--- src/sv/mpe_pkg.sv ---
// ----------------------------------------------------------------------------
// mpe_pkg
// Shared types, letter classes and the per-position encode function.
// ----------------------------------------------------------------------------
`default_nettype none

package mpe_pkg;

    localparam logic [7:0] SH_CODE = "X";
    localparam logic [7:0] TH_CODE = "0";

    localparam logic [4:0] F_VOWEL   = 5'd1;
    localparam logic [4:0] F_AFFECTH = 5'd4;
    localparam logic [4:0] F_SOFT    = 5'd8;
    localparam logic [4:0] F_NOGHF   = 5'd16;

    localparam int QUEUE_DEPTH = 4;
    localparam int QPTR_W      = $clog2(QUEUE_DEPTH);

    typedef enum logic [1:0] {
        PHASE_LEAD = 2'd0,
        PHASE_MAIN = 2'd1,
        PHASE_STOP = 2'd2
    } phase_t;

    typedef logic [7:0][7:0] window_t;

    typedef struct packed {
        logic [7:0] ph0;
        logic [7:0] ph1;
        logic [1:0] nph;
        logic       eow;
    } entry_t;

    typedef struct packed {
        logic [7:0] ph0;
        logic [7:0] ph1;
        logic [1:0] nph;
        logic       skip;
        phase_t     phase;
    } step_t;

    localparam logic [4:0] LETTER_CLASS [26] = '{
        5'd1, 5'd16, 5'd4, 5'd16, 5'd9, 5'd2, 5'd4, 5'd16, 5'd9, 5'd2, 5'd0, 5'd2, 5'd2,
        5'd2, 5'd1, 5'd4, 5'd0, 5'd2, 5'd4, 5'd4, 5'd1, 5'd0, 5'd0, 5'd0, 5'd8, 5'd0
    };

    function automatic logic is_letter(logic [7:0] c);
        return (c >= "A") && (c <= "Z");
    endfunction

    function automatic logic [4:0] class_of(logic [7:0] c);
        logic [7:0] idx;
        idx = c - 8'd65;
        return is_letter(c) ? LETTER_CLASS[idx[4:0]] : 5'd0;
    endfunction

    function automatic logic [7:0] upcase(logic [7:0] c);
        return ((c >= "a") && (c <= "z")) ? c - 8'd32 : c;
    endfunction

    function automatic step_t encode(window_t w, logic skip, phase_t phase,
                                     logic [7:0] cnt, logic [7:0] maxlen);
        step_t      r;
        logic [7:0] c, pv, nx, an, a3, b3, b4, p;
        logic       go, emit, lskip, dbl;
        logic [1:0] adv;
        r     = '0;
        r.skip  = skip;
        r.phase = phase;
        c  = w[4];
        pv = w[3];
        nx = w[5];
        an = (nx != 8'd0) ? w[6] : 8'd0;
        a3 = (an != 8'd0) ? w[7] : 8'd0;
        b3 = w[1];
        b4 = w[0];
        p     = 8'd0;
        emit  = 1'b0;
        dbl   = 1'b0;
        lskip = 1'b0;
        go    = 1'b0;
        adv   = 2'd0;
        if (c == 8'd0 || phase == PHASE_STOP)
        begin
            go = 1'b0;
        end
        else if (skip)
        begin
            r.skip = 1'b0;
        end
        else
        begin
            go = 1'b1;
            if (phase == PHASE_LEAD)
            begin
                if (!is_letter(c))
                begin
                    go = 1'b0;
                end
                else
                begin
                    r.phase = PHASE_MAIN;
                    case (c) inside
                        "A":
                        begin
                            emit = 1'b1;
                            if (nx == "E")
                            begin
                                p   = "E";
                                adv = 2'd2;
                            end
                            else
                            begin
                                p   = "A";
                                adv = 2'd1;
                            end
                        end
                        "G", "K", "P":
                        begin
                            if (nx == "N")
                            begin
                                emit = 1'b1;
                                p    = "N";
                                adv  = 2'd2;
                            end
                        end
                        "W":
                        begin
                            if (nx == "R")
                            begin
                                emit = 1'b1;
                                p    = "R";
                                adv  = 2'd2;
                            end
                            else if (nx == "H" || (class_of(nx) & F_VOWEL) != 5'd0)
                            begin
                                emit = 1'b1;
                                p    = "W";
                                adv  = 2'd2;
                            end
                        end
                        "X":
                        begin
                            emit = 1'b1;
                            p    = "S";
                            adv  = 2'd1;
                        end
                        "E", "I", "O", "U":
                        begin
                            emit = 1'b1;
                            p    = c;
                            adv  = 2'd1;
                        end
                        default:
                        begin
                            adv = 2'd0;
                        end
                    endcase
                    if (adv != 2'd0)
                    begin
                        go = 1'b0;
                    end
                    if (adv == 2'd2)
                    begin
                        r.skip = 1'b1;
                    end
                end
            end
            if (go)
            begin
                if (maxlen != 8'd0 && cnt >= maxlen)
                begin
                    r.phase = PHASE_STOP;
                end
                else if (is_letter(c) && !(c == pv && c != "C"))
                begin
                    case (c) inside
                        "B":
                        begin
                            emit = (pv != "M");
                            p    = "B";
                        end
                        "C":
                        begin
                            if ((class_of(nx) & F_SOFT) != 5'd0)
                            begin
                                if (an == "A" && nx == "I")
                                begin
                                    emit = 1'b1;
                                    p    = SH_CODE;
                                end
                                else
                                begin
                                    emit = (pv != "S");
                                    p    = "S";
                                end
                            end
                            else if (nx == "H")
                            begin
                                emit  = 1'b1;
                                p     = SH_CODE;
                                lskip = 1'b1;
                            end
                            else
                            begin
                                emit = 1'b1;
                                p    = "K";
                            end
                        end
                        "D":
                        begin
                            emit = 1'b1;
                            if (nx == "G" && (class_of(an) & F_SOFT) != 5'd0)
                            begin
                                p     = "J";
                                lskip = 1'b1;
                            end
                            else
                            begin
                                p = "T";
                            end
                        end
                        "G":
                        begin
                            if (nx == "H")
                            begin
                                if (!((class_of(b3) & F_NOGHF) != 5'd0 || b4 == "H"))
                                begin
                                    emit  = 1'b1;
                                    p     = "F";
                                    lskip = 1'b1;
                                end
                            end
                            else if (nx == "N")
                            begin
                                emit = !(!is_letter(an) || (an == "E" && a3 == "D"));
                                p    = "K";
                            end
                            else if ((class_of(nx) & F_SOFT) != 5'd0 && pv != "G")
                            begin
                                emit = 1'b1;
                                p    = "J";
                            end
                            else
                            begin
                                emit = 1'b1;
                                p    = "K";
                            end
                        end
                        "H":
                        begin
                            emit = (class_of(nx) & F_VOWEL) != 5'd0
                                && (class_of(pv) & F_AFFECTH) == 5'd0;
                            p    = "H";
                        end
                        "K":
                        begin
                            emit = (pv != "C");
                            p    = "K";
                        end
                        "P":
                        begin
                            emit = 1'b1;
                            p    = (nx == "H") ? "F" : "P";
                        end
                        "Q":
                        begin
                            emit = 1'b1;
                            p    = "K";
                        end
                        "S", "T":
                        begin
                            emit = 1'b1;
                            if (nx == "I" && (an == "O" || an == "A"))
                            begin
                                p = SH_CODE;
                            end
                            else if (nx == "H")
                            begin
                                p     = (c == "S") ? SH_CODE : TH_CODE;
                                lskip = 1'b1;
                            end
                            else if (c == "S")
                            begin
                                p = "S";
                            end
                            else
                            begin
                                emit = !(nx == "C" && an == "H");
                                p    = "T";
                            end
                        end
                        "V":
                        begin
                            emit = 1'b1;
                            p    = "F";
                        end
                        "W", "Y":
                        begin
                            emit = (class_of(nx) & F_VOWEL) != 5'd0;
                            p    = c;
                        end
                        "X":
                        begin
                            dbl = 1'b1;
                        end
                        "Z":
                        begin
                            emit = 1'b1;
                            p    = "S";
                        end
                        "F", "J", "L", "M", "N", "R":
                        begin
                            emit = 1'b1;
                            p    = c;
                        end
                        default:
                        begin
                            emit = 1'b0;
                        end
                    endcase
                    r.skip = lskip;
                end
            end
        end
        if (dbl)
        begin
            r.ph0 = "K";
            r.ph1 = "S";
            r.nph = 2'd2;
        end
        else if (emit)
        begin
            r.ph0 = p;
            r.nph = 2'd1;
        end
        return r;
    endfunction

endpackage

`default_nettype wire

--- src/sv/mpe_if.sv ---
// ----------------------------------------------------------------------------
// mpe_if
// Channel interfaces: word bytes in, key results out.
// ----------------------------------------------------------------------------
`default_nettype none

interface mpe_char_if;
    logic       valid;
    logic       ready;
    logic [7:0] char_in;
    logic       last_of_word;
    modport source (output valid, output char_in, output last_of_word, input ready);
    modport sink   (input valid, input char_in, input last_of_word, output ready);
endinterface

interface mpe_key_if;
    logic       valid;
    logic       ready;
    logic [7:0] phoneme;
    logic       has_phoneme;
    logic       end_of_word;
    modport source (output valid, output phoneme, output has_phoneme, output end_of_word,
                    input ready);
    modport sink   (input valid, input phoneme, input has_phoneme, input end_of_word,
                    output ready);
endinterface

`default_nettype wire

--- src/sv/mpe_front.sv ---
// ----------------------------------------------------------------------------
// mpe_front
// Takes word bytes, keeps the window and encodes one position per cycle while the queue has room.
// ----------------------------------------------------------------------------
`default_nettype none

module mpe_front
(
    input  wire logic          clk,
    input  wire logic          rst_n,
    input  wire logic          cfg_we,
    input  wire logic [7:0]    cfg_wdata,
    mpe_char_if.sink           char_ch,
    output mpe_pkg::entry_t    q_data,
    output logic               q_valid,
    input  wire logic          q_ready
);

    mpe_pkg::window_t win_reg, win_next, win_shift;
    logic             skip_reg, skip_next;
    logic [7:0]       cnt_reg, cnt_next;
    mpe_pkg::phase_t  phase_reg, phase_next;
    logic [1:0]       flush_reg, flush_next;
    logic [7:0]       maxlen_reg;
    logic             accept, step_en, eow;
    logic [7:0]       shift_byte;
    mpe_pkg::step_t   st;
    logic [8:0]       cnt_sum;

    assign char_ch.ready = (flush_reg == 2'd0) && q_ready;
    assign accept        = char_ch.valid && char_ch.ready;

    always_comb
    begin
        step_en    = 1'b0;
        shift_byte = 8'd0;
        eow        = 1'b0;
        if (flush_reg != 2'd0)
        begin
            step_en = q_ready;
            eow     = (flush_reg == 2'd1);
        end
        else if (accept && char_ch.char_in != 8'd0)
        begin
            step_en    = 1'b1;
            shift_byte = mpe_pkg::upcase(char_ch.char_in);
        end
    end

    assign win_shift = {shift_byte, win_reg[7:1]};
    assign st        = mpe_pkg::encode(win_shift, skip_reg, phase_reg, cnt_reg, maxlen_reg);
    assign cnt_sum   = {1'b0, cnt_reg} + {7'd0, st.nph};

    assign q_valid    = step_en && (st.nph != 2'd0 || eow);
    assign q_data.ph0 = st.ph0;
    assign q_data.ph1 = st.ph1;
    assign q_data.nph = st.nph;
    assign q_data.eow = eow;

    always_comb
    begin
        win_next   = win_reg;
        skip_next  = skip_reg;
        cnt_next   = cnt_reg;
        phase_next = phase_reg;
        flush_next = flush_reg;
        if (step_en)
        begin
            win_next   = win_shift;
            skip_next  = st.skip;
            cnt_next   = cnt_sum[8] ? 8'hFF : cnt_sum[7:0];
            phase_next = st.phase;
        end
        if (accept && (char_ch.char_in == 8'd0 || char_ch.last_of_word))
        begin
            flush_next = 2'd3;
        end
        else if (step_en && flush_reg != 2'd0)
        begin
            flush_next = flush_reg - 2'd1;
        end
        if (step_en && eow)
        begin
            win_next   = '0;
            skip_next  = 1'b0;
            cnt_next   = 8'd0;
            phase_next = mpe_pkg::PHASE_LEAD;
        end
    end

    always_ff @(posedge clk or negedge rst_n)
    begin
        if (!rst_n)
        begin
            win_reg    <= '0;
            skip_reg   <= 1'b0;
            cnt_reg    <= 8'd0;
            phase_reg  <= mpe_pkg::PHASE_LEAD;
            flush_reg  <= 2'd0;
            maxlen_reg <= 8'd0;
        end
        else
        begin
            win_reg   <= win_next;
            skip_reg  <= skip_next;
            cnt_reg   <= cnt_next;
            phase_reg <= phase_next;
            flush_reg <= flush_next;
            if (cfg_we)
            begin
                maxlen_reg <= cfg_wdata;
            end
        end
    end

endmodule

`default_nettype wire

--- src/sv/mpe_queue.sv ---
// ----------------------------------------------------------------------------
// mpe_queue
// Short FIFO of encoded positions between front and back.
// ----------------------------------------------------------------------------
`default_nettype none

module mpe_queue
(
    input  wire logic             clk,
    input  wire logic             rst_n,
    input  wire mpe_pkg::entry_t  wr_data,
    input  wire logic             wr_valid,
    output logic                  wr_ready,
    output mpe_pkg::entry_t       rd_data,
    output logic                  rd_valid,
    input  wire logic             rd_ready
);

    mpe_pkg::entry_t                mem [mpe_pkg::QUEUE_DEPTH];
    logic [mpe_pkg::QPTR_W-1:0]     wr_ptr_reg, rd_ptr_reg;
    logic [mpe_pkg::QPTR_W:0]       count_reg, count_next;
    logic                           push, pop;

    assign wr_ready = (count_reg != (mpe_pkg::QPTR_W+1)'(mpe_pkg::QUEUE_DEPTH));
    assign rd_valid = (count_reg != '0);
    assign rd_data  = mem[rd_ptr_reg];
    assign push     = wr_valid && wr_ready;
    assign pop      = rd_valid && rd_ready;

    always_comb
    begin
        count_next = count_reg;
        if (push && !pop)
        begin
            count_next = count_reg + 1'b1;
        end
        else if (pop && !push)
        begin
            count_next = count_reg - 1'b1;
        end
    end

    always_ff @(posedge clk)
    begin
        if (push)
        begin
            mem[wr_ptr_reg] <= wr_data;
        end
    end

    always_ff @(posedge clk or negedge rst_n)
    begin
        if (!rst_n)
        begin
            wr_ptr_reg <= '0;
            rd_ptr_reg <= '0;
            count_reg  <= '0;
        end
        else
        begin
            count_reg <= count_next;
            if (push)
            begin
                wr_ptr_reg <= wr_ptr_reg + 1'b1;
            end
            if (pop)
            begin
                rd_ptr_reg <= rd_ptr_reg + 1'b1;
            end
        end
    end

endmodule

`default_nettype wire

--- src/sv/mpe_back.sv ---
// ----------------------------------------------------------------------------
// mpe_back
// Unpacks queued positions into single key results behind an output register.
// ----------------------------------------------------------------------------
`default_nettype none

module mpe_back
(
    input  wire logic             clk,
    input  wire logic             rst_n,
    input  wire mpe_pkg::entry_t  q_data,
    input  wire logic             q_valid,
    output logic                  q_ready,
    mpe_key_if.source             key_ch
);

    mpe_pkg::entry_t cur_reg;
    logic            cur_valid_reg, cur_valid_next;
    logic [1:0]      pos_reg, pos_next;
    logic            out_valid_reg, out_valid_next;
    logic [7:0]      ph_reg, ph_next;
    logic            has_reg, has_next, eow_reg, eow_next;
    logic            slot_free, emit, last_beat;

    assign slot_free = !out_valid_reg || key_ch.ready;
    assign emit      = cur_valid_reg && slot_free;
    assign last_beat = (pos_reg == cur_reg.nph)
                    || ((pos_reg + 2'd1) == cur_reg.nph && !cur_reg.eow);
    assign q_ready   = !cur_valid_reg || (emit && last_beat);

    always_comb
    begin
        out_valid_next = out_valid_reg && !key_ch.ready;
        ph_next        = ph_reg;
        has_next       = has_reg;
        eow_next       = eow_reg;
        pos_next       = pos_reg;
        cur_valid_next = cur_valid_reg;
        if (emit)
        begin
            out_valid_next = 1'b1;
            if (pos_reg < cur_reg.nph)
            begin
                ph_next  = (pos_reg == 2'd0) ? cur_reg.ph0 : cur_reg.ph1;
                has_next = 1'b1;
                eow_next = 1'b0;
            end
            else
            begin
                ph_next  = 8'd0;
                has_next = 1'b0;
                eow_next = 1'b1;
            end
            pos_next = pos_reg + 2'd1;
            if (last_beat)
            begin
                cur_valid_next = 1'b0;
            end
        end
        if (q_valid && q_ready)
        begin
            cur_valid_next = 1'b1;
            pos_next       = 2'd0;
        end
    end

    always_ff @(posedge clk)
    begin
        if (q_valid && q_ready)
        begin
            cur_reg <= q_data;
        end
        ph_reg  <= ph_next;
        has_reg <= has_next;
        eow_reg <= eow_next;
    end

    always_ff @(posedge clk or negedge rst_n)
    begin
        if (!rst_n)
        begin
            cur_valid_reg <= 1'b0;
            pos_reg       <= 2'd0;
            out_valid_reg <= 1'b0;
        end
        else
        begin
            cur_valid_reg <= cur_valid_next;
            pos_reg       <= pos_next;
            out_valid_reg <= out_valid_next;
        end
    end

    assign key_ch.valid       = out_valid_reg;
    assign key_ch.phoneme     = ph_reg;
    assign key_ch.has_phoneme = has_reg;
    assign key_ch.end_of_word = eow_reg;

endmodule

`default_nettype wire

--- src/sv/metaphone_phonetic_encoder_unit.sv ---
// ----------------------------------------------------------------------------
// metaphone_phonetic_encoder_unit
// Streaming traditional Metaphone key encoder.
// ----------------------------------------------------------------------------
// One byte is taken per cycle while the four-entry queue has room; each byte
// encodes one window position in that cycle. A word end drains the
// look-ahead, during which no byte is taken. The output side gives one
// result per cycle while the receiver is ready, so an X (two phonemes) or
// a word end sets the sustained rate.
`default_nettype none

module metaphone_phonetic_encoder_unit
(
    input  wire logic       clk,
    input  wire logic       rst_n,
    input  wire logic       cfg_we,
    input  wire logic [7:0] cfg_wdata,
    mpe_char_if.sink        char_ch,
    mpe_key_if.source       key_ch
);

    mpe_pkg::entry_t fq_data, qb_data;
    logic            fq_valid, fq_ready, qb_valid, qb_ready;

    mpe_front u_front
    (
        .clk       (clk),
        .rst_n     (rst_n),
        .cfg_we    (cfg_we),
        .cfg_wdata (cfg_wdata),
        .char_ch   (char_ch),
        .q_data    (fq_data),
        .q_valid   (fq_valid),
        .q_ready   (fq_ready)
    );

    mpe_queue u_queue
    (
        .clk      (clk),
        .rst_n    (rst_n),
        .wr_data  (fq_data),
        .wr_valid (fq_valid),
        .wr_ready (fq_ready),
        .rd_data  (qb_data),
        .rd_valid (qb_valid),
        .rd_ready (qb_ready)
    );

    mpe_back u_back
    (
        .clk     (clk),
        .rst_n   (rst_n),
        .q_data  (qb_data),
        .q_valid (qb_valid),
        .q_ready (qb_ready),
        .key_ch  (key_ch)
    );

endmodule

`default_nettype wire
--- src/flat_wrapper.sv ---
// flat-port wrapper written by rule: the top's interface ports become plain ports
module metaphone_phonetic_encoder_unit_flat 
  (clk, rst_n, cfg_we, cfg_wdata, char_ch_valid, char_ch_char_in, char_ch_last_of_word, char_ch_ready, key_ch_valid, key_ch_phoneme, key_ch_has_phoneme, key_ch_end_of_word, key_ch_ready);
  mpe_char_if char_ch_i ();
  mpe_key_if key_ch_i ();
  input  wire logic clk;
  input  wire logic rst_n;
  input  wire logic cfg_we;
  input  wire logic [7:0] cfg_wdata;
  input wire logic [$bits(char_ch_i.valid)-1:0] char_ch_valid;
  input wire logic [$bits(char_ch_i.char_in)-1:0] char_ch_char_in;
  input wire logic [$bits(char_ch_i.last_of_word)-1:0] char_ch_last_of_word;
  output wire logic [$bits(char_ch_i.ready)-1:0] char_ch_ready;
  output wire logic [$bits(key_ch_i.valid)-1:0] key_ch_valid;
  output wire logic [$bits(key_ch_i.phoneme)-1:0] key_ch_phoneme;
  output wire logic [$bits(key_ch_i.has_phoneme)-1:0] key_ch_has_phoneme;
  output wire logic [$bits(key_ch_i.end_of_word)-1:0] key_ch_end_of_word;
  input wire logic [$bits(key_ch_i.ready)-1:0] key_ch_ready;
  assign char_ch_i.valid = char_ch_valid;
  assign char_ch_i.char_in = char_ch_char_in;
  assign char_ch_i.last_of_word = char_ch_last_of_word;
  assign char_ch_ready = char_ch_i.ready;
  assign key_ch_valid = key_ch_i.valid;
  assign key_ch_phoneme = key_ch_i.phoneme;
  assign key_ch_has_phoneme = key_ch_i.has_phoneme;
  assign key_ch_end_of_word = key_ch_i.end_of_word;
  assign key_ch_i.ready = key_ch_ready;
  metaphone_phonetic_encoder_unit u_core (.clk(clk), .rst_n(rst_n), .cfg_we(cfg_we), .cfg_wdata(cfg_wdata), .char_ch(char_ch_i), .key_ch(key_ch_i));
endmodule
--- config.mk ---
export PLATFORM = sky130hd
export DESIGN_NAME = metaphone_phonetic_encoder_unit_flat
export DESIGN_NICKNAME = d
export VERILOG_FILES = /design/src/sv/mpe_pkg.sv /design/src/sv/mpe_if.sv /design/src/sv/mpe_front.sv /design/src/sv/mpe_queue.sv /design/src/sv/mpe_back.sv /design/src/sv/metaphone_phonetic_encoder_unit.sv /design/src/flat_wrapper.sv
export SDC_FILE = /design/constraint.sdc
export NUM_CORES = 1
export LEC_CHECK = 0
export ABC_AREA = 1
export BUFFER_PORTS_ARGS = -buffer_cell sky130_fd_sc_hd__buf_4
export CORE_UTILIZATION = 55
export CTS_CLUSTER_DIAMETER = 200
export CTS_CLUSTER_SIZE = 20
export DETAILED_ROUTE_END_ITERATION = 10
export PLACE_DENSITY = 0.72
export SLEW_MARGIN = 10
export SYNTH_ARGS = -nofsm -noshare
export SYNTH_HDL_FRONTEND = slang
export SYNTH_HIERARCHICAL = 1
export SYNTH_SLANG_ARGS = --single-unit
--- constraint.sdc ---
create_clock -name clk -period 4.6 [get_ports clk]
set_input_delay 0 -clock clk [delete_from_list [all_inputs] [get_ports clk]]
set_output_delay 0 -clock clk [all_outputs]
set_load 0.02 [all_outputs]
==> metrics.md <==
| Metric | Value |
|---|---|
| Area leader, netlist | `edfxtp_1` |
| RSZ-0062 raised after global routing | `no` |
| Switching Share | `0.424` |
| Worst path max stage delay | `around 0.46 ns` |
| DRC | `0` |
| Die X | `around 140 um` |
| Cell Rows | `50` |
| Num Clock Sinks | `approximately 190` |
| DR vias/cell | `around 5.4` |
| Ant. Diodes | `0` |
| Grt ovf | `0` |
| Layout cells sized above 1 | `0.155` |
| Die H | `roughly 140 um` |
| Most used cell along the critical path | `nand2_1` |
| Initial antenna violation count | `0` |
| Total core area | `18800 um2` |
| Fin nets | `1319` |
| Setup TNS | `0 ns` |
| Setup crit end kind | `flop` |
| Final Slew Violations | `0` |
| Count leader, synth | `nand2_1` |
| Share of the synthesized area in the top cell type | `0.297` |
| Outcome | `finished, final reports clean` |
| Area Growth Syn to Fin | `13.8%` |
| Vias in the first global route | `7978` |
| Total Wirelength | `24.3 mm` |
| Routed len/inst | `roughly 16 um` |
| Kind of critical path | `reg -> reg` |
| P_leak | `5.55 nW` |
| Slowest CP cell | `dfrtp_1` |
| Min-Delay Path Class | `in -> async` |
| Unique cell type count in the Yosys netlist | `57` |
| Final setup margin | `slightly below 0.5 ns` |
| R2r setup slk | `~0.5 ns` |
| Final Total Pwr | `a little over 7 mW` |
| Slew @ Worst Pin | `1.08 ns` |
| Setup violators final | `0` |
| Post-Syn Instances | `roughly 1200` |
| Post-route minimum period | `about 4.1 ns` |
| Post-synthesis sequential element count | `roughly 190` |
| Num CTS Buffers | `17` |
| Port Buffers | `33` |
| PD cells | `588 nW/um2` |
| Ys Warns | `6` |
| Clock Power Share | `0.217` |
| Critical Path Source Type | `flop` |
| Final HPWL DP | `between 15 and 20 mm` |
| Clk buf depth | `2` |
| Comb power frac | `0.413` |
| Buf/Inv on CP | `3` |
| Mean Syn Cell Area | `between 8 and 9 um2` |
| Synth top cells by count | `nand2_1, inv_1, edfxtp_1` |
| Largest register FFs | `76` |
| Primary FF master, synth | `edfxtp_1` |
| H-tree level count | `4` |
| Clock transition at path regs | `approximately 0.08 ns` |
| Top post-synthesis cells by area | `edfxtp_1, dfrtp_1, nand2_1` |
| TritonCTS clock tree | `built` |
| Hold Violations, Final | `0` |
| Overall routing resource usage | `0.262` |
| Vias | `~8300` |
| First drt pass iteration count | `5` |
| P_int | `a little over 4 mW` |
| Switch Pwr | `between 3 and 4 mW` |
| First-pass GRT wire length | `between 40 and 50 mm` |
| Post-synth ARST share | `0.456` |
| Final core occ | `0.643` |
| ANT nets after route | `0` |
| Ports | `34` |
| Synthesized cell area | `between 10000 and 15000 um2` |
| Post-synth EDFFs | `roughly 110` |
| Max IR drop VDD | `between 0.4 and 0.5 mV` |
| Clock Latency Late Sink | `around 0.44 ns` |
| Final period utilization | `0.893` |
| Die ar. | `slightly below 20000 um2` |
| Initial DRC Count | `around 550` |
| CP arrival | `4.47 ns` |
| Max Cap Viol | `0` |
| Sequential share of the synthesized area | `0.504` |
| Req. time, crit path | `between 4 and 5 ns` |
| Initial Util | `0.565` |
| Global placement routability congestion | `between 0.9 and 1` |
| Worst slack at placement | `approximately 0.42 ns` |
| Root Buffer | `clkbuf_16` |
| Fmax | `about 240 MHz` |
| Largest net degree at the start of global routing | `between 50 and 60` |
| Flop pwr share | `0.370` |
| Slew Limit Headroom | `0.278` |
| Crit Path Max Fanout | `8` |
| CP delay by family, top | `simple AND/OR/NAND/NOR gates` |
| Clk_skew | `between 0.015 and 0.02 ns` |
-- repair_timing --
item / CTS / global route
endpoints found under the hold margin: 57 / 0
hold buffers: 34 / 0
resized for setup: 0 / 3
setup endpoints to repair: 0 / 8
setup buffers: 0 / 0
-- power by group through the flow --
stage | Sequential, mW | Clock [mW] | Combinational, mW
after floorplan | 2.65 | 0 | 2.13
after global placement | 2.66 | 0 | 2.83
after detailed placement | 2.67 | 0 | 2.88
after CTS | 2.63 | 1.56 | 2.92
after global routing | 2.68 | 1.63 | 3.27
final | 2.63 | 1.54 | 2.94
-- worst paths after layout --
kind / cells past startpoint / endpoint / from
worst max-delay path: 26 / u_core/u_front/cnt_reg[0] / u_core/u_front/win_reg[51]
worst min-delay path: 2 / u_core/u_front/win_reg[53] / rst_n
worst max register to register: 26 / u_core/u_front/cnt_reg[0] / u_core/u_front/win_reg[51]
worst min register to register: 2 / u_core/u_front/win_reg[8] / u_core/u_front/win_reg[8]
max in group asynchronous: 3 / u_core/u_front/win_reg[34] / rst_n
min in group clk: 5 / u_core/u_front/win_reg[62] / char_ch_char_in[6]
-- routing by layer --
metal	global-route usage	routed length, um	vias to the layer above
met2	0.423	11200	200
li1	-	-	4122
met4	0.113	790	0
met3	0.0431	1060	55
met5	0	0	-
met1	0.351	11200	3921
-- final cells by class --
cell class	count	area (um2)
Clock inverter	14	190
Multi-Input combinational cell	760	4290
Fill cell	1584	6730
Tap cell	260	325
Timing Repair Buffer	85	723
Clock buffer	18	429
Sequential cell	193	5360
Inverter	211	796
-- logic make-up after synthesis --
logic type,share of synthesized area
buffers and inverters,0.0965
AOI/OAI and AO/OA,0.137
muxes,0.00106
other,0.000353
xor gates and xnor gates,0.00988
DFF,0.504
adders and majority gates,0.0355
and+or+nand+nor,0.216
-- per-stage QoR --
step | instances | hold slack [ns] | cell area (um2)
finish | 1541 | 0.0738 | 12100
global route | 1541 | 0.130 | 12100
CTS | 1541 | 0.0697 | 12100
detailed placement | 1475 | 0.0199 | 11100
global placement | 1475 | 0.0165 | 11100
floorplan | 1202 | -0.296 | 10600
-- cells in the final DEF (no fill, tap or decap), types with 4 or more instances in the layout --
cell and count:
o211ai_1 10, edfxtp_1 105, conb_1 5, nor2_4 9, buf_4 51, nor2_1 76, o211ai_2 29, o21ai_1 8
inv_1 183, a21oi_2 6, nor3_1 16, a21oi_1 40, o21ai_0 52, clkbuf_16 17, nand2_2 16, clkinv_1 4
dlygate4sd3_1 34, nand3_1 59, xor2_1 10, o22ai_1 52, ha_1 27, inv_2 22, nand4_1 18, nor2_2 11
nand2_1 265, nand2_4 5, nor4_1 5, dfrtp_1 88
Note: power is estimated with default switching activity, not from simulation.
